`config.mk`:
```
export PLATFORM = sky130hd
export DESIGN_NAME = swmm_cell
export DESIGN_NICKNAME = d
export VERILOG_FILES = /design/src/hdl/swmm_pkg.sv /design/src/hdl/swmm_cell.sv
export SDC_FILE = /design/constraint.sdc
export NUM_CORES = 1
export LEC_CHECK = 0
export BUFFER_PORTS_ARGS = -buffer_cell sky130_fd_sc_hd__buf_4
export CORE_MARGIN = 1.5
export CORE_UTILIZATION = 30
export DETAILED_ROUTE_END_ITERATION = 6
export PLACE_DENSITY_LB_ADDON = 0.25
export SKIP_LAST_GASP = 1
export SLEW_MARGIN = 20
export SYNTH_ARGS = -nofsm -noshare
export SYNTH_HDL_FRONTEND = slang
export SYNTH_SLANG_ARGS = --single-unit
```
`constraint.sdc`:
```
create_clock -name clk -period 1.45 [get_ports clk]
set_input_delay 0.29 -clock clk [delete_from_list [all_inputs] [get_ports clk]]
set_output_delay 0.29 -clock clk [all_outputs]
set_load 0.03 [all_outputs]
```
`src/hdl/swmm_pkg.sv`:
```
// Shared constants and register codes for the sliding window min/max/mean block.
package swmm_pkg;

	localparam int MAX_WINDOW_DEF  = 256;
	localparam int SAMPLE_BITS_DEF = 16;

	localparam int WSIZE_BITS = 9;
	localparam int INDEX_BITS = 16;
	localparam int ADDR_BITS  = 3;
	localparam int DATA_BITS  = 32;

	localparam logic [WSIZE_BITS-1:0] WSIZE_RESET = WSIZE_BITS'(4);
	localparam logic [INDEX_BITS-1:0] FIRST_RESET = '0;

	typedef enum logic {
		REG_WINDOW_SIZE = 1'b0,
		REG_FIRST_INDEX = 1'b1
	} reg_idx_t;

endpackage

```
`src/hdl/swmm_cell.sv`:
```
// One window cell: holds a sample, takes from the previous cell on shift, the next on rotate.
module swmm_cell #(
	parameter int SAMPLE_BITS = swmm_pkg::SAMPLE_BITS_DEF
) (
	input  logic                          clk,
	input  logic                          shift_en,
	input  logic                          rot_en,
	input  logic signed [SAMPLE_BITS-1:0] from_prev,
	input  logic signed [SAMPLE_BITS-1:0] from_next,
	output logic signed [SAMPLE_BITS-1:0] q
);
	logic signed [SAMPLE_BITS-1:0] val_q;

	// shift toward older on a new sample, rotate toward the head during a sweep
	always_ff @(posedge clk) begin
		if (shift_en) begin
			val_q <= from_prev;
		end else if (rot_en) begin
			val_q <= from_next;
		end
	end

	assign q = val_q;
endmodule

```
-- After elaboration in Yosys (flattened, before gate mapping)
Index checks and enable logic that the tools add are counted.
- register bits after elaboration: 16
- latch bits: 0
- RAM bits: 0
- memory bits (read-only): 0
- input bits: 35
- output and inout bits: 16
- word-level logic and storage cells: 4
- memories: 0
- add/subtract/negate cells: 0
- multiply operators: 0
- div/mod/pow operators: 0
- order comparisons: 0
- equality and inequality tests: 0
- shifts and indexed selects: 0
- muxes and demuxes: 2
- bitwise operators: 0
- reduce and logical (&&, ||, !) cells: 1
- operators by type and width (kind ; number):
    two-way mux 16 bit ; 2
    nonzero test 2 bit ; 1

-- Depth between registers and ports, before layout
- word-level depth: 2
- mapped depth: 3

-- Worst setup path after synthesis
Ideal clock, no wire load.
- path type: input to register
- start point: input shift_en
- end point: register val_q[0] (netlist: q[0]) (enable)
- arrival time: 958 ps
- data required time: 1077 ps
- path slack: 119 ps
- cell stages on the path: 3
- path buffers: 2
- cell sequence: buf_6 -> buf_12 -> or2_1
- longest elaborated chain between the ends: 1
- ends and longest elaborated chain (item ; RTL line ; text):
    from (decl) ; swmm_cell.sv:6 ; input logic shift_en,
    nonzero test 2 bit (no line) ; - ;
    to (signal assigned) ; swmm_cell.sv:17 ; val_q <= from_prev;
    to (signal assigned) ; swmm_cell.sv:19 ; val_q <= from_next;
    to (decl) ; swmm_cell.sv:12 ; logic signed [SAMPLE_BITS-1:0] val_q;
No other way between the ends.
A chain may end at the register's enable or synchronous reset.

-- Worst setup path after layout
- start point: register val_q[12] (netlist: q[12])
- end point: output q[12]
- RTL lines (item ; RTL line ; text):
    to (decl) ; swmm_cell.sv:10 ; output logic signed [SAMPLE_BITS-1:0] q
No word-level cell between the ends.

==> out/qor.csv <==
stage,metric,value,unit
die,initial core utilization,32.5,%
detailed_routing,first-pass detailed-route iteration total,3,
logic_synthesis,Post-Syn Nets,70,
timing,fmax,882,MHz
die,Die Width,52.4,um
setup_path,Worst path max stage delay,390,ps
grt,largest net degree at the start of global routing,18,
die,Rows,17,
final_layout,fillers,216,
die,Die Y,52.4,um
detailed_routing,Starting DRT DRC Count,1,
detailed_routing,DR DRC count,0,
final_layout,Final Non-Filler Cells,116,
logic_synthesis,Syn Area/Cell,20.9,um2
logic_synthesis,library cells used by synthesis,6,
final_layout,register area,480,um2
final_layout,final net count,124,
setup_path,cell family with most CP delay,flip-flops,
logic_synthesis,synthesized area,732,um2
power,leakage,0.000526,uW
status,outcome,"complete, no violations",
final_layout,multi-input logic area,220,um2
final_layout,most frequent cells in the layout,"51 x buf_4, 16 x edfxtp_1, 9 x mux2_4, 7 x mux2_2, 3 x clkbuf_4",
clocking,post-cts hold buffer count,0,
logic_synthesis,cell taking the most area after synthesis,edfxtp_1,
setup_path,"Arr. time, crit path",840,ps
detailed_routing,Wirelength per Cell,11.6,um
die,die footprint,0.00275,mm2
setup_path,CP Cell Sequence,buf_4,
final_layout,Finished Cell Area,0.00114,mm2
final_layout,number of diodes,0,
placed_design,Port Buffers,50,
placed_design,Area after DPL,0.00112,mm2
logic_synthesis,top area cells in the synthesized netlist,"edfxtp_1 66%, mux2_4 18%, mux2_2 11%",
clocking,Clock Pin Slew Worst Setup and Hold Paths,90,ps
clocking,htree depth,1,
power,power share of the clock group,20.3,%
placed_design,Placement Setup Slack,200,ps
clocking,Clock Path Buffers,2,
clocking,CTS Buf Count,3,
grt,gr usage total,10.3,%
grt,first-pass GRT wire length,2.01,mm
worst_hold_path,Hold/Removal Path Class,primary input to register,
power,P_int,829,uW
detailed_routing,Via density,4.12,
clocking,Setup Buffers After CTS,0,
grt,vias in the first global route,473,
timing,Worst-Margin Slew,258,ps
power,sequential share of power,51.6,%
timing,final hold vios,0,
clocking,CTS Sinks,16,
power,sw frac,26.6,%
die,Core Region,0.00225,mm2
final_layout,layout cells sized above 1,79.5,%
power,Net Switching,300,uW
placed_design,Post-Place Cells,112,
setup_path,crit end category,output port,
final_layout,"commonest non-fill, non-tap cell in the layout",buf_4,
final_layout,area grow syn2layout,56.4,%
grt,grt total ovfl,0,
setup_path,WP data required,1160,ps
die,IO Pins,51,
timing,setup TNS,0,ps
setup_path,Crit Path Max Fanout,1,
power,Pwr Density,986,mW/mm2
timing,worst hold slack,308,ps
timing,final period utilization,78.2,%
setup_path,critical path launch point type,register,
flow_run,max cap viols,0,
timing,RSZ-0062 raised after global routing,no,
setup_path,Worst Setup Path Type,register to output port,
setup_path,slowest CP cell,edfxtp_1,
worst_hold_path,HP Start,from_next[5],
clocking,clock root buffer,clkbuf_4,
placed_design,gpl congestion,0.690,
detailed_routing,Routed Antenna Nets,0,
power,Comb pwr share,28.1,%
logic_synthesis,sequential share of the synthesized area,65.6,%
timing,setup ws final,316,ps
logic_synthesis,Synth top area share,65.6,%
final_layout,max reg flops,16,
timing,Final setup viols,0,
logic_synthesis,synth warn,0,
logic_synthesis,Cells after Synth,35,
timing,Slew Limit Fails,0,
clocking,CTS tree,built,
power,maximum VDD drop,0.465,mV
timing,slew margin rel.,82.8,%
setup_path,Setup crit start,q[12],
logic_synthesis,#FFs+latches synth,16,
timing,Tmin final,1130,ps
clocking,cts repair resizes,0,
setup_path,WP buf/inv,1,
grt,initial antenna violation count,0,
detailed_routing,Vias,478,
detailed_routing,Post-Route WL,1.34,mm
-- cells by family after synthesis --
group	Yosys count	synth area share (%)
mux	16	29.2
simple gates	1	0.855
buf+inv	2	4.27
flops	16	65.6
-- through the flow --
step	total power [uW]	util (%)
final	1130	50.8
after global routing	1180	50.8
after CTS	1150	50.8
after detailed placement	916	49.6
after global placement	912	49.6
after floorplan	770	-
-- per-layer routing --
layer	GRT usage [%]	routed length, um	share of wire (%)	vias up
met3	2.57	115	8.6	0
met2	17.9	760	57	28
met4	5.13	0	0	0
met5	0	0	0	-
li1	-	-	-	240
met1	11.6	466	35	210
-- power by group through the flow --
stage,logic [uW],clock network [uW],registers [uW]
finish,317,229,583
global route,335,256,588
floorplan,72.1,0,698
detailed placement,321,0,595
global placement,318,0,593
CTS,322,241,584
-- path summary, 6_finish.rpt --
check | to | depth (start not counted)
worst min-delay path | q[5] | 2
worst max-delay path | q[12] | 1
-- cells in the mapped netlist, drive strengths merged --
master	n
buf	2
edfxtp	16
mux2	16
or2	1
-- layout make-up --
cell class	count	area share [%]
clock inverters	1	0.328
well taps	28	3.06
multi-input cells	17	19.2
clock buffers	3	1.97
flip-flops and latches	16	42.0
repair buffers	51	33.4
Power figures use the tool's default switching activity.
