$ cat config.mk
export PLATFORM = sky130hd
export DESIGN_NAME = swmm_div
export DESIGN_NICKNAME = d
export VERILOG_FILES = /design/src/hdl/swmm_div.sv
export SDC_FILE = /design/constraint.sdc
export NUM_CORES = 1
export LEC_CHECK = 0
export BUFFER_PORTS_ARGS = -buffer_cell sky130_fd_sc_hd__buf_4
export CORE_UTILIZATION = 55
export CTS_CLUSTER_DIAMETER = 100
export DETAILED_ROUTE_END_ITERATION = 10
export GPL_TIMING_DRIVEN = 0
export PLACE_DENSITY = 0.78
export SETUP_SLACK_MARGIN = 0.15
export SLEW_MARGIN = 20
export SYNTH_ARGS = -nofsm -noshare
export SYNTH_HDL_FRONTEND = slang
export SYNTH_SLANG_ARGS = --single-unit
$ cat constraint.sdc
create_clock -name clk -period 5.4 [get_ports clk]
set_input_delay 0.27 -clock clk [delete_from_list [all_inputs] [get_ports clk]]
set_output_delay 0.27 -clock clk [all_outputs]
set_load 0.05 [all_outputs]
$ cat src/hdl/swmm_div.sv
// Restoring divider, one quotient bit per cycle: signed sum over unsigned window size.
module swmm_div #(
	parameter int SUM_BITS = 25,
	parameter int DIV_BITS = 9,
	parameter int Q_BITS   = 16
) (
	input  logic                       clk,
	input  logic                       arst_n,
	input  logic                       start,
	input  logic signed [SUM_BITS-1:0] dividend,
	input  logic [DIV_BITS-1:0]        divisor,
	output logic                       busy,
	output logic signed [Q_BITS-1:0]   quotient
);
	localparam int CW = $clog2(SUM_BITS + 1);

	logic                busy_q;
	logic [CW-1:0]       cnt_q;
	logic                neg_q;
	logic [DIV_BITS-1:0] d_q;
	logic [DIV_BITS-1:0] rem_q;
	logic [SUM_BITS-1:0] quo_q;
	logic [DIV_BITS:0]   trial;
	logic                fits;

	assign trial = {rem_q, quo_q[SUM_BITS-1]};
	assign fits  = (trial >= {1'b0, d_q});

	always_ff @(posedge clk or negedge arst_n) begin
		if (!arst_n) begin
			busy_q <= 1'b0;
			cnt_q  <= '0;
		end else if (start) begin
			busy_q <= 1'b1;
			cnt_q  <= CW'(SUM_BITS);
		end else if (busy_q) begin
			cnt_q <= cnt_q - 1'b1;
			if (cnt_q == CW'(1)) begin
				busy_q <= 1'b0;
			end
		end
	end

	// take the magnitude on start, then one restoring step per cycle
	always_ff @(posedge clk) begin
		if (start) begin
			neg_q <= dividend[SUM_BITS-1];
			d_q   <= divisor;
			rem_q <= '0;
			quo_q <= dividend[SUM_BITS-1] ? SUM_BITS'(-dividend) : SUM_BITS'(dividend);
		end else if (busy_q) begin
			rem_q <= fits ? DIV_BITS'(trial - {1'b0, d_q}) : DIV_BITS'(trial);
			quo_q <= {quo_q[SUM_BITS-2:0], fits};
		end
	end

	assign busy     = busy_q;
	assign quotient = neg_q ? Q_BITS'(-quo_q) : Q_BITS'(quo_q);
endmodule

# Word-level counts from Yosys, hierarchy flattened
# Cells that the tools add are included.
# op_classes
n_addsub	4
magnitude_cmp	1
n_eq_ne	1
n_mux	10
reduce_logical	1
# op_table
op	count
two-way mux 25 bit	3
negator 25 bit	1
two-way mux 16 bit	1
negator 16 bit	1
>= comparator 10 x 9 -> 1 bit	1
two-way mux 5 bit	2
two-way mux 9 bit	1
subtractor 9 bit	1
equality test 5 x 1 -> 1 bit, second input constant	1
subtractor 5 x 1 -> 5 bit, second input constant	1
two-way mux 1 bit	3
nonzero test 2 bit	1
# word_totals
register_bits	50
input_bits	37
out_inout_bits	17
elab_cells	23

# Logic depth before layout (Yosys ltp)
# logic_depth
word_depth	4
mapped_depth	10
depth_no_buf	9

# Worst setup path after synthesis
# No wires, ideal clock.
# synth_path
kind	reg-to-reg
from	register quo_q[24]
to	register rem_q[5]
setup_time_ns	0.091
arrival_time_ns	2.132
required_ns	5.309
setup_slack_ns	3.177
stages_incl_launch_ff	11
n_path_buf	1
period_less_slack_ns	2.223
cell_sequence	edfxtp_1 inv_1 ha_1 inv_1 fa_1 a211oi_1 o211a_1 o21a_1 buf_2 nand2_1 a311oi_1
# synth_via
elab_chain_cells	2
elab_cells_between_ends	3
classes_between	add/sub (1); order compare (1); mux (1)
# synth_rtl
element	line	source
start, declared	22	logic [SUM_BITS-1:0] quo_q;
start signal, assigned	50	quo_q <= dividend[SUM_BITS-1] ? SUM_BITS'(-dividend) : SUM_BITS'(dividend);
start signal, assigned	53	quo_q <= {quo_q[SUM_BITS-2:0], fits};
subtractor 9 bit / >= comparator 10 x 9 -> 1 bit (equally long branches)	52, 27	
two-way mux 9 bit (*)	52	rem_q <= fits ? DIV_BITS'(trial - {1'b0, d_q}) : DIV_BITS'(trial);
end signal, assigned	52	
end, declared	21	logic [DIV_BITS-1:0] rem_q;
# Mark *: on every way between the ends. The rest lies on a longest branch, timed or not.
# A chain may end at the register's enable or synchronous reset.

# Final worst setup path
# layout_path
from	register quo_q[24]
to	register rem_q[6]
# Same word-level chain as after synthesis.

==> summary by stage <==
Yosys
The area fraction in and, or, nand and nor cells after synthesis is 0.178. In the synthesized netlist, the number of instances is 350. The area share of the largest cell type after synthesis is 0.311. The share of synthesized area occupied by flip-flops and latches is 0.409. The synthesized-area fraction occupied by ao, oa, aoi and oai cells is 0.181. After synthesis, the largest family of logic cells by area is compound AO/OA/AOI/OAI gates. The cell type with the highest aggregate area in the netlist is sky130_fd_sc_hd__edfxtp_1. The number of flops mapped to enable cells by yosys is 35.

The area share of xor/xnor cells in the synthesized design is 0.112. The Yosys step of the flow raised 0 warnings. The most used flip-flop cell after synthesis is sky130_fd_sc_hd__edfxtp_1. The average instance area after synthesis is slightly below 10 um^2. The fraction of registers with async set/reset is 0.120. The number of nets in the synthesized netlist is 401. The most frequently used cell type in the post-synthesis netlist is sky130_fd_sc_hd__nor2_1. The mapped netlist covers around 0.0034 mm^2.

The netlist uses ~50 different library cells. By count the netlist is led by sky130_fd_sc_hd__nor2_1, sky130_fd_sc_hd__edfxtp_1, sky130_fd_sc_hd__a21oi_1. Synthesis inferred 50 register bits.

The share of synthesized cell area in full adder, half adder and majority cells is 0.0541. Ranked by total cell area, the synthesized netlist is headed by sky130_fd_sc_hd__edfxtp_1, sky130_fd_sc_hd__xor2_1, sky130_fd_sc_hd__dfxtp_1. After synthesis, the share of cell area in mux cells is 0.0119.

Routing
In this run the remaining antenna-violating nets after routing total 0. Dividing the detail-routed via count by the number of cells gives roughly 5.8. The final routed DRC violation total is 0. The average wire per cell in the routed design is approximately 15 um. Across all layers, the routed design uses approximately 2800 vias.

The number of search-and-repair iterations in the first detailed-routing pass is 4. In this run, the number of DRC markers left after iteration 0 of detailed routing was approximately 160. The final wirelength is ~7500 um.

Setup path
The critical path arrival is roughly 2.7 ns. The type of the worst setup path is reg -> reg. Traced cell by cell, the critical path runs through inv_1 > ha_1 > inv_1 > fa_1 > a211oi_1 > nor3b_1 > and3b_1 > o41ai_1 > a311oi_1.

The worst register-to-register path has a depth of 9. Broken down by cell family, the worst path's largest delay share belongs to compound AO/OA/AOI/OAI gates. The worst setup path is captured at a flip-flop.

The maximum net fanout on the critical path is 3. STA classifies the critical path startpoint as a flip-flop. The cell depth of the worst setup path is 9. For this design, the slowest cell found on the critical path is sky130_fd_sc_hd__o41ai_1. The count of buffer and inverter cells on the critical path is 2. For flop-to-flop paths, the worst setup slack is between 2 and 3 ns. For the worst setup path, the data required time is between 5 and 6 ns. The most numerous cell type found on the critical path is sky130_fd_sc_hd__inv_1.

In this design, the stage delay of the slowest critical-path cell is 0.43 ns.

Power and ir drop
The leakage dissipation is 1.61 nW. The design draws between 0.001 and 0.0015 W. The largest vdd supply drop is between 0.2 and 0.25 mV. The power density over cell area is about 360 mW/mm^2.

STA
The clock tree skew after final layout is 0.00816 ns. Setup repair after global routing left no endpoint under its margin. The number of max-slew violations in the final report is 0. The share of the clock period used by the worst path is 0.464. The count of endpoints failing hold in the final timing report is 0. Hold is met by between 0.1 and 0.15 ns. The relative slew slack is 0.600. Based on the critical path, the design can be clocked at up to approximately 400 MHz. The final count of negative-setup-slack endpoints is 0. The total negative setup slack is 0 ns.

The measured slew at the worst slew-check pin is around 0.60 ns. The shortest period the worst path allows is ~2.5 ns.

Clock tree
The clock net sink count is 50. Clock latency on the worst-skew pair, taken at its later pin, is 0.31 ns. The root buffer cell is sky130_fd_sc_hd__clkbuf_8. The number of buffers added by the clock tree synthesis step is 5. The H-tree was split into 2 levels. The CTS tree is done. The number of gates resized after CTS was 0. The number of buffers on the longest clock path is 2.

After clock tree synthesis, the clock-pin slew on the worst setup and hold paths is about 0.090 ns.

Floorplan
The initialized floorplan defines 28 standard-cell rows. The area of the core is 0.00592 mm^2. Measured along the x axis, the die boundary spans 80.4 um. The count of pins on the block boundary is 54. In this run the vertical extent of the chip is ~80 um. The effective utilization at floorplan is 0.570. The die footprint is around 0.0065 mm^2.

Finish
The share of post-route cells with drive strength above 1 is 0.192. The growth of design area from synthesis to finish is 17.3%. The total number of nets in the final design is ~460. The count of inserted antenna diode cells is 0.

GRT
Across every metal layer, demand over resource in global routing totals 0.249. The via count of the first global-routing pass is 2696. The first global-routing pass estimated about 12000 um of wire.

The total congestion overflow is 0. The number of antenna violations at the first check in global routing is 0. The maximum number of pins on one net before global-route repair is 26.

Min path
The classification of the worst-slack hold path is in -> reg. Along the worst hold path, the cell count comes to 1.

Outcome
The run finished with clean final reports.

Place
The HPWL after detailed placement is between 5000 and 6000 um. Routability-driven placement finished with a final weighted congestion of between 0.8 and 0.9. During placement, the flow inserted port buffers numbering between 50 and 60.

Job
The number of maximum-capacitance violations is 0.
## per-stage QoR
step	area (um^2)	setup slack (ns)	utilization	std cells
after detailed placement	3870	2.92	0.653	478
after global routing	3960	2.66	0.669	487
after floorplan	3380	3.18	-	350
final	3960	2.89	0.669	487
after global placement	3870	2.97	0.653	478
after CTS	3960	2.91	0.669	487
## flip-flops by register name, indices dropped and copies added, names as in the netlist
register  flops
busy          1
rem_q         9
d_q           9
cnt_q         5
neg_q         1
quo_q        25
## cell usage in the layout (no fill, tap or decap), drive strengths merged, types with 4 or more instances in the layout
cell type and n:
xnor2 17, or4 4, edfxtp 35, xor2 26, a21oi 28, mux2i 4, nor3 5, nand2 22
nand4 4, o31ai 7, nor2 45, or3 6, ha 13, inv 19, nand2b 8, nor2b 5
o21ai 17, dfxtp 9, o41ai 14, a311oi 4, a211oi 6, clkbuf 17, dfrtp 6, buf 59
## routing by layer
layer  global-route usage  part of all wire  wire length, um
met1                0.336              0.44             3320
met4               0.0661            0.0062               46
met5                    0                 0                0
met3               0.0455             0.057              427
met2                0.408              0.49             3680
## path summary, 6_finish.rpt
path                                 start       end
worst max-delay path             quo_q[24]  rem_q[6]
worst max register to register   quo_q[24]  rem_q[6]
max in group asynchronous           arst_n  cnt_q[3]
min in group asynchronous           arst_n  cnt_q[1]
worst min register to register    rem_q[2]  rem_q[2]
worst min-delay path            divisor[5]    d_q[5]
## kinds of logic after synthesis
| logic type | count (synthesis) |
|---|---|
| adders and majority gates | 14 |
| AOI/OAI and AO/OA | 89 |
| buffers and inverters | 36 |
| DFF | 50 |
| xor gates and xnor gates | 43 |
| muxes | 4 |
| and+or+nand+nor | 114 |
## where the power goes
part / internal (W) / switching [W]
registers: 0.000484 / 0.0000567
clock network: 0.0000895 / 0.000125
logic: 0.000265 / 0.000395
## timing repair
action                                 CTS  global route
hold buffers                             1             0
endpoints found under the hold margin    6             0
setup buffers                            0             0
## final cells by class
type	instances	area (um^2)
sequential	50	1380
clock buffer	6	72.6
fill	507	1960
tap	75	93.8
timing repair buffer	54	408
buffer	17	113
clock inverter	2	8.76
inverter	19	71.3
multi-input combinational	264	1810
No activity file was read; power rests on OpenSTA's default activity.
