[src/hdl/swmm_pkg.sv]
// Shared constants and register codes for the sliding window min/max/mean block.
package swmm_pkg;

	localparam int MAX_WINDOW_DEF  = 256;
	localparam int SAMPLE_BITS_DEF = 16;

	localparam int WSIZE_BITS = 9;
	localparam int INDEX_BITS = 16;
	localparam int ADDR_BITS  = 3;
	localparam int DATA_BITS  = 32;

	localparam logic [WSIZE_BITS-1:0] WSIZE_RESET = WSIZE_BITS'(4);
	localparam logic [INDEX_BITS-1:0] FIRST_RESET = '0;

	typedef enum logic {
		REG_WINDOW_SIZE = 1'b0,
		REG_FIRST_INDEX = 1'b1
	} reg_idx_t;

endpackage

[src/hdl/swmm_acc.sv]
// Sum, minimum and maximum accumulator fed by the head cell during a sweep.
module swmm_acc #(
	parameter int SAMPLE_BITS = swmm_pkg::SAMPLE_BITS_DEF,
	parameter int SUM_BITS    = 25
) (
	input  logic                          clk,
	input  logic                          first,
	input  logic                          en,
	input  logic signed [SAMPLE_BITS-1:0] v,
	output logic signed [SUM_BITS-1:0]    sum,
	output logic signed [SAMPLE_BITS-1:0] lo,
	output logic signed [SAMPLE_BITS-1:0] hi
);
	logic signed [SUM_BITS-1:0]    sum_q;
	logic signed [SAMPLE_BITS-1:0] lo_q;
	logic signed [SAMPLE_BITS-1:0] hi_q;

	// load on the newest sample, then fold in each older one
	always_ff @(posedge clk) begin
		if (first) begin
			sum_q <= SUM_BITS'(v);
			lo_q  <= v;
			hi_q  <= v;
		end else if (en) begin
			sum_q <= sum_q + SUM_BITS'(v);
			if (v < lo_q) begin
				lo_q <= v;
			end
			if (v > hi_q) begin
				hi_q <= v;
			end
		end
	end

	assign sum = sum_q;
	assign lo  = lo_q;
	assign hi  = hi_q;
endmodule

[config.mk]
export PLATFORM = sky130hd
export DESIGN_NAME = swmm_acc
export DESIGN_NICKNAME = d
export VERILOG_FILES = /design/src/hdl/swmm_pkg.sv /design/src/hdl/swmm_acc.sv
export SDC_FILE = /design/constraint.sdc
export NUM_CORES = 1
export LEC_CHECK = 0
export BUFFER_PORTS_ARGS = -buffer_cell sky130_fd_sc_hd__buf_2
export CAP_MARGIN = 20
export CELL_PAD_IN_SITES_DETAIL_PLACEMENT = 1
export CELL_PAD_IN_SITES_GLOBAL_PLACEMENT = 1
export CORE_ASPECT_RATIO = 0.7
export CORE_UTILIZATION = 30
export DETAILED_ROUTE_END_ITERATION = 6
export HOLD_SLACK_MARGIN = 0.02
export PLACE_DENSITY = 0.61
export SYNTH_ARGS = -nofsm -noshare
export SYNTH_HDL_FRONTEND = slang
export SYNTH_SLANG_ARGS = --single-unit
[constraint.sdc]
create_clock -name clk -period 3 [get_ports clk]
set_input_delay 0.3 -clock clk [delete_from_list [all_inputs] [get_ports clk]]
set_output_delay 0.3 -clock clk [all_outputs]
set_load 0.01 [all_outputs]
Word-level counts from Yosys, hierarchy flattened
Cells that the tools add are included.
- register bits after elaboration: 57
- input port bits: 19
- output and inout bits: 57
- logic and storage cells: 19
- add/subtract/negate cells: 1
- $lt $le $gt $ge: 2
- multiplexer cells: 8
- reductions and logical operators: 5
- operators with widths (operator ; count):
    $mux W16 ; 6
    $mux W25 ; 2
    $add A25 B16 Y25 ; 1
    $gt A16 B16 Y1 ; 1
    $lt A16 B16 Y1 ; 1
    $reduce_bool A2 Y1 ; 3
    $reduce_and A2 Y1 ; 2

Logic depth before layout (Yosys ltp)
Gate-level depths: netlist of run 1.
- depth after elaboration: 4
- gate-level depth with buffers: 8
- gate-level depth less buffers: 8

Least setup slack after synthesis of run 1
Ideal clock, no wire load.
- path type: register to register
- from: register hi_q[1], in the netlist hi[1]
- to: register hi_q[0], in the netlist hi[0] (enable)
- library setup time: 373 ps
- data arrival time: 2053 ps
- required time: 2627 ps
- setup slack: 574 ps
- stages on the path, launching flop included: 9
- buffers on the path: 0
- clock period less this slack: 2426 ps
- cell sequence: edfxtp_1 > inv_1 > ha_1 > nor2b_1 > o21a_1 > o21a_1 > o311ai_1 > a21o_1 > a41o_1
- word-level cells in the longest chain between the ends: 3
- ends and longest elaborated chain (what ; line ; text):
    start: declaration ; swmm_acc.sv:16 ; logic signed [SAMPLE_BITS-1:0] hi_q;
    start signal: assignment ; swmm_acc.sv:23 ; hi_q <= v;
    start signal: assignment ; swmm_acc.sv:30 ; hi_q <= v;
    $gt A16 B16 Y1 ; swmm_acc.sv:29 ; if (v > hi_q) begin
    $reduce_bool A2 Y1 (no source line) ; - ;
    $reduce_and A2 Y1 (no source line) ; - ;
Every way passes these cells.
A chain may end at the register's enable or synchronous reset.

Final worst setup path of run 1
- from: register hi_q[1], in the netlist hi[1]
- to: register hi_q[12], in the netlist hi[12] (enable)
The elaborated chain is that of the path after synthesis.

==> out/results.ini, run 1 <==
[clock_tree]
htree_levels=3
clock_path_buffers=2
cts_resized=0
cts-root-buf=clkbuf_16
clk_latency_ns=0.33
hold_buffers=0
cts.clk_slew.worst_paths_ns=0.05
tritoncts=done
cts.sinks=57
cts_buffers=9
cts_setup_buffers=0

[synth]
ys_ff_latch=57
synth-seq-area-share_pct=40.50
yosysUniqueCellTypes=64
yosys_warnings=0
syn_area_per_cell_um2=10.16
async_flop_share_pct=0
synth_cells=416
ys.flop_type=edfxtp_1
synth_fp_nets=491
synth_edf_count=57
synth_area_um2=4227

[detailed_routing]
wl_mm=12.26
final_antenna_net_count=0
wl_per_cell_um=17.87
firstDrtPassIters=4
drtIter0Drc=214
routed_via_density=5.117
vias=3510
drc_errors=0

[setup_path]
cp-start-kind=flip-flop
critPathKind=flip-flop to flip-flop
worstPathMaxFanout=13
slowest_delay_ns=0.43
path_delay_family=compound AO/OA/AOI/OAI gates
crit_arrival_ns=2.69
path_cells=inv_1 > ha_1 > nor2b_1 > o21a_1 > o21a_1 > o311ai_1 > a21o_1 > a41o_1 > buf_12
cp-end-kind=flip-flop
critical-path-slowest-cell=o311ai_1
crit_path_frequent_cell=o21a_1
worstPathRequired_ns=3.04
worst-path-buf-inv=2

[finish]
antenna_cells=0
nFillCells=1572
area_delta_synth_final_pct=21.49
fin_nets=571
drive_gt1_share_pct=23.75
layout_common_cells=buf_2 (75), edfxtp_1 (57), ha_1 (55), nand2_1 (41), inv_1 (37)
final_common_cell=buf_2
utilization_pct=38.19

[timing]
fin_setup_tns_ns=0
max_slew.worst_pin.slew_ns=0.7249
setup_viol=0
slew_violations=0
hold_viol_final=0
period_share_pct=88.46
fin_crit_ns=2.654
max_freq_mhz=376.8
rsz0062_at_grt=no
fin_skew_ns=0.008122
slew_headroom_pct=51.67

[die]
dieArea_um2=14570
core.rowCount=35
io_pins=76
die_width_um=143.9
coreArea_um2=13440
die_y_um=101.3
start_util_pct=31.44

[power_and_ir_drop]
ir_drop_mv=0.2858
power_density_nw_per_um2=688.5
leakagePower_nw=2.238

[grt]
grt_pass1_wl_mm=19.69
grt_max_degree=32
grt_use_total_pct=17.92
grt_antenna_before_repair=0
first_global_vias=3632
grt-ovfl-total=0

[run]
drv_cap=0

[min_path]
min_path_type=primary input to flip-flop

[status]
status=completed

[placement]
gp_congestion=0.8130
dp_hpwl_mm=9.508
port-buffer-count=75

[where the power goes]
group	switching (W)	internal, W
logic	0.000793	0.000525
clock network	0.000375	0.000718
registers	0.0000840	0.00104
[path summary, 6_finish.rpt]
path                     from          endpoint  slack [ns]  depth (start not counted)
max           hi[1]$_DFFE_PP_  hi[12]$_DFFE_PP_        0.35                          9
max reg2reg   hi[1]$_DFFE_PP_  hi[12]$_DFFE_PP_        0.35                          9
min reg2reg  sum[0]$_DFFE_PP_  sum[0]$_DFFE_PP_        0.73                          2
min                      v[0]   lo[0]$_DFFE_PP_        0.24                          1
[cells by family (layout without fill, tap and decap cells)]
| logic type | after synthesis | count (layout) | synth area share (%) |
|---|---|---|---|
| buffers and inverters | 47 | 132 | 4.410 |
| AOI/OAI and AO/OA | 129 | 129 | 21.31 |
| DFF | 57 | 57 | 40.50 |
| adders and majority gates | 56 | 56 | 16.76 |
| and+or+nand+nor | 107 | 107 | 12.61 |
| muxes | 6 | 6 | 1.510 |
| xor gates and xnor gates | 14 | 14 | 2.901 |
[registers in the layout (all words and copies together), names as in the netlist]
signal and count:
hi 16, lo 16, sum 25
[synth_stat cells (all sizes together), types with 5 or more instances]
cell type / number / area share [%]
nand4: 9 / 1.5
o21ai: 40 / 4.9
nor2: 18 / 1.6
inv: 38 / 3.4
nor3: 6 / 0.71
nand2: 41 / 3.6
edfxtp: 57 / 40
nand2b: 5 / 0.74
a21o: 7 / 1.2
o21a: 5 / 0.89
a21boi: 5 / 0.98
clkbuf: 7 / 0.65
xnor2: 10 / 2.1
a211oi: 9 / 2.1
a21oi: 35 / 4.5
ha: 55 / 16
nand3: 8 / 0.95
[through the flow]
| step | hold slack (ns) | power (W) | instance area, um^2 | setup slack, ns | instances |
|---|---|---|---|---|---|
| final | 0.2400 | 0.003535 | 5135 | 0.3463 | 686 |
| after global routing | 0.2411 | 0.003762 | 5135 | 0.1870 | 686 |
| after CTS | 0.2328 | 0.003570 | 5135 | 0.3151 | 686 |
| after detailed placement | 0.5755 | 0.002458 | 4825 | 0.2686 | 670 |
| after global placement | 0.5746 | 0.002421 | 4825 | 0.3453 | 670 |
| after floorplan | 0.3989 | 0.002035 | 4227 | 0.5740 | 416 |
[per-layer routing]
layer  global-route usage [%]  vias up  routed length, um
met1                    26.79     1682               6410
li1                         -     1722                  -
met3                    4.161       11                681
met2                    25.83       95               5050
met5                        0        -                  0
met4                    4.010        0                114
[area by class of cell]
cell class	count	area [um^2]	area share, %
Multi-Input combinational cell	312	2328	45.35
Tap cell	185	231.5	4.508
Clock buffer	9	225.2	4.386
Timing Repair Buffer	78	410.4	7.992
Inverter	38	142.6	2.778
Clock inverter	7	85.08	1.657
Sequential cell	57	1712	33.33
[worst reg2reg max path, cell delays in order (launching register included)]
cell and delay [ns]:
edfxtp_1 0.41, inv_1 0.08, ha_1 0.23, nor2b_1 0.14, o21a_1 0.17, o21a_1 0.19, o311ai_1 0.43, a21o_1 0.19
a41o_1 0.34, buf_12 0.19
(Power assumes the default switching activity.)
==> run 2: changes to the inputs <==
--- a/config.mk
+++ b/config.mk
@@ -6,4 +6,5 @@
 export NUM_CORES = 1
 export LEC_CHECK = 0
+export ABC_CLOCK_PERIOD_IN_PS = 3000
 export BUFFER_PORTS_ARGS = -buffer_cell sky130_fd_sc_hd__buf_2
 export CAP_MARGIN = 20
==> constraint.sdc (replaced) <==
create_clock -name clk -period 3 [get_ports clk]
set_input_delay 0.6 -clock clk [delete_from_list [all_inputs] [get_ports clk]]
set_output_delay 0.6 -clock clk [all_outputs]
set_load 0.01 [all_outputs]
==> run 2 against run 1 <==
Compared with the run above:
- global-route usage rose by 0.11 points
- via count rose by 0.17%
- flip-flop and latch count did not move
- non-clock buffer count rose by 5
- wire length rose by 1.6%
- critical path type is now primary input to flip-flop
- highest routed layer unchanged
==> out/results.ini, run 2 (synthesis results as in run 1) <==
[power_and_ir_drop]
leakagePower_nw=2.269
ir_drop_mv=0.3207
power_density_nw_per_um2=691.2

[placement]
dpl_worst_slack_ns=0.04263
port-buffer-count=75
dp_hpwl_mm=9.690
gp_congestion=0.8768
place_inst=675

[finish]
layout_common_cells=buf_2 (75), edfxtp_1 (57), ha_1 (55), nand2_1 (41), inv_1 (37)
area_delta_synth_final_pct=22.71
largest_reg_flops=25
final_common_cell=buf_2
multi_input_area_um2=2328
regArea_um2=1712
fin_nets=576
antenna_cells=0
nFillCells=1548
utilization_pct=38.58
fin_cells=691
drive_gt1_share_pct=24.51

[run]
drv_cap=0

[die]
io_pins=76
coreArea_um2=13440
start_util_pct=31.44
die_width_um=143.9
dieArea_um2=14570
core.rowCount=35
die_y_um=101.3

[clock_tree]
cts-root-buf=clkbuf_16
cts_setup_buffers=0
clk_latency_ns=0.34
hold_buffers=0
clock_path_buffers=2
cts_resized=0
tritoncts=done
cts.sinks=57
cts.clk_slew.worst_paths_ns=0.06
htree_levels=3
cts_buffers=9

[detailed_routing]
wl_mm=12.46
vias=3516
firstDrtPassIters=4
wl_per_cell_um=18.03
drc_errors=0
routed_via_density=5.088
drtIter0Drc=181
final_antenna_net_count=0

[setup_path]
worstPathRequired_ns=3.06
critPathKind=primary input to flip-flop
path_cells=buf_2 > ha_1 > a21oi_2 > o21ai_0 > a311oi_1 > o21bai_1 > nor3_1 > o31ai_2
worstPathMaxFanout=17
cp-end-kind=flip-flop
cp-start-kind=primary input
crit_arrival_ns=2.67
reg2reg_from=lo[6]$_DFFE_PP_
slowest_delay_ns=0.40
critical-path-slowest-cell=ha_1
path_delay_family=compound AO/OA/AOI/OAI gates
worstSetupStartpoint=v[15]
worst-path-buf-inv=1

[timing]
setup_ws_ns=0.3895
max_freq_mhz=383.1
setup_viol=0
hold_viol_final=0
max_slew.worst_pin.slew_ns=0.6058
fin_crit_ns=2.611
fin_setup_tns_ns=0
whs_ns=0.5219
period_share_pct=87.02
fin_skew_ns=0.01230
rsz0062_at_grt=no
slew_headroom_pct=58.57
slew_violations=0

[grt]
grt_pass1_wl_mm=19.73
first_global_vias=3550
grt_use_total_pct=18.03
grt_antenna_before_repair=0
grt-ovfl-total=0
grt_max_degree=26

[status]
status=completed

[min_path]
min_from=v[0]
min_path_type=primary input to flip-flop

## run 2: changes by cell type in the layout (fill, tap and decap cells not counted)
cell        change
buf_4           +4
clkbuf_1        +2
clkinv_1        -2
buf_12          +1
clkinvlp_4      -1
inv_6           +1
## run 2: cell type report
type                            instances  share of cell area [%]
Multi-Input combinational cell        312                   44.90
Sequential cell                        57                   33.00
Timing Repair Buffer                   83                   8.878
Clock buffer                           11                   4.487
Tap cell                              185                   4.463
Inverter                               38                   2.750
Clock inverter                          5                   1.520
## run 2: worst register-to-register path, stage by stage, from the launching register on
cell and delay, ns:
edfxtp_1 0.35, inv_1 0.05, ha_1 0.28, o21ai_0 0.09, a2111oi_0 0.57, nand2_1 0.12
o21ai_0 0.23, mux2i_1 0.24, a21o_1 0.18, buf_12 0.17
## run 2: report_power, final
group	leakage [nW]	switching [W]	total, W	internal (W)
Combinational	1.54	0.000813	0.00135	0.000541
Sequential	0.579	0.0000834	0.00112	0.00104
Clock	0.154	0.000381	0.00111	0.000727
## run 2: worst paths after layout
check,slack [ns],to,depth (start not counted)
hold / removal,0.52,hi[0]$_DFFE_PP_,1
setup / recovery,0.39,sum[22]$_DFFE_PP_,8
hold reg to reg,0.72,sum[0]$_DFFE_PP_,2
setup reg to reg,0.42,lo[0]$_DFFE_PP_,9
## run 2: per-stage QoR
step                      power, W  instance area (um^2)
after floorplan           0.002035                  4227
after global placement    0.002455                  4875
after detailed placement  0.002483                  4875
after CTS                 0.003612                  5186
after global routing      0.003809                  5186
final                     0.003585                  5186
## run 2: routing by layer
layer  up-vias  wire length, um  track usage, %
li1       1732                -               -
met1      1696             6626           26.93
met2        81             5161           25.98
met3         7              570           3.972
met4         0               99           4.501
met5         -                0               0
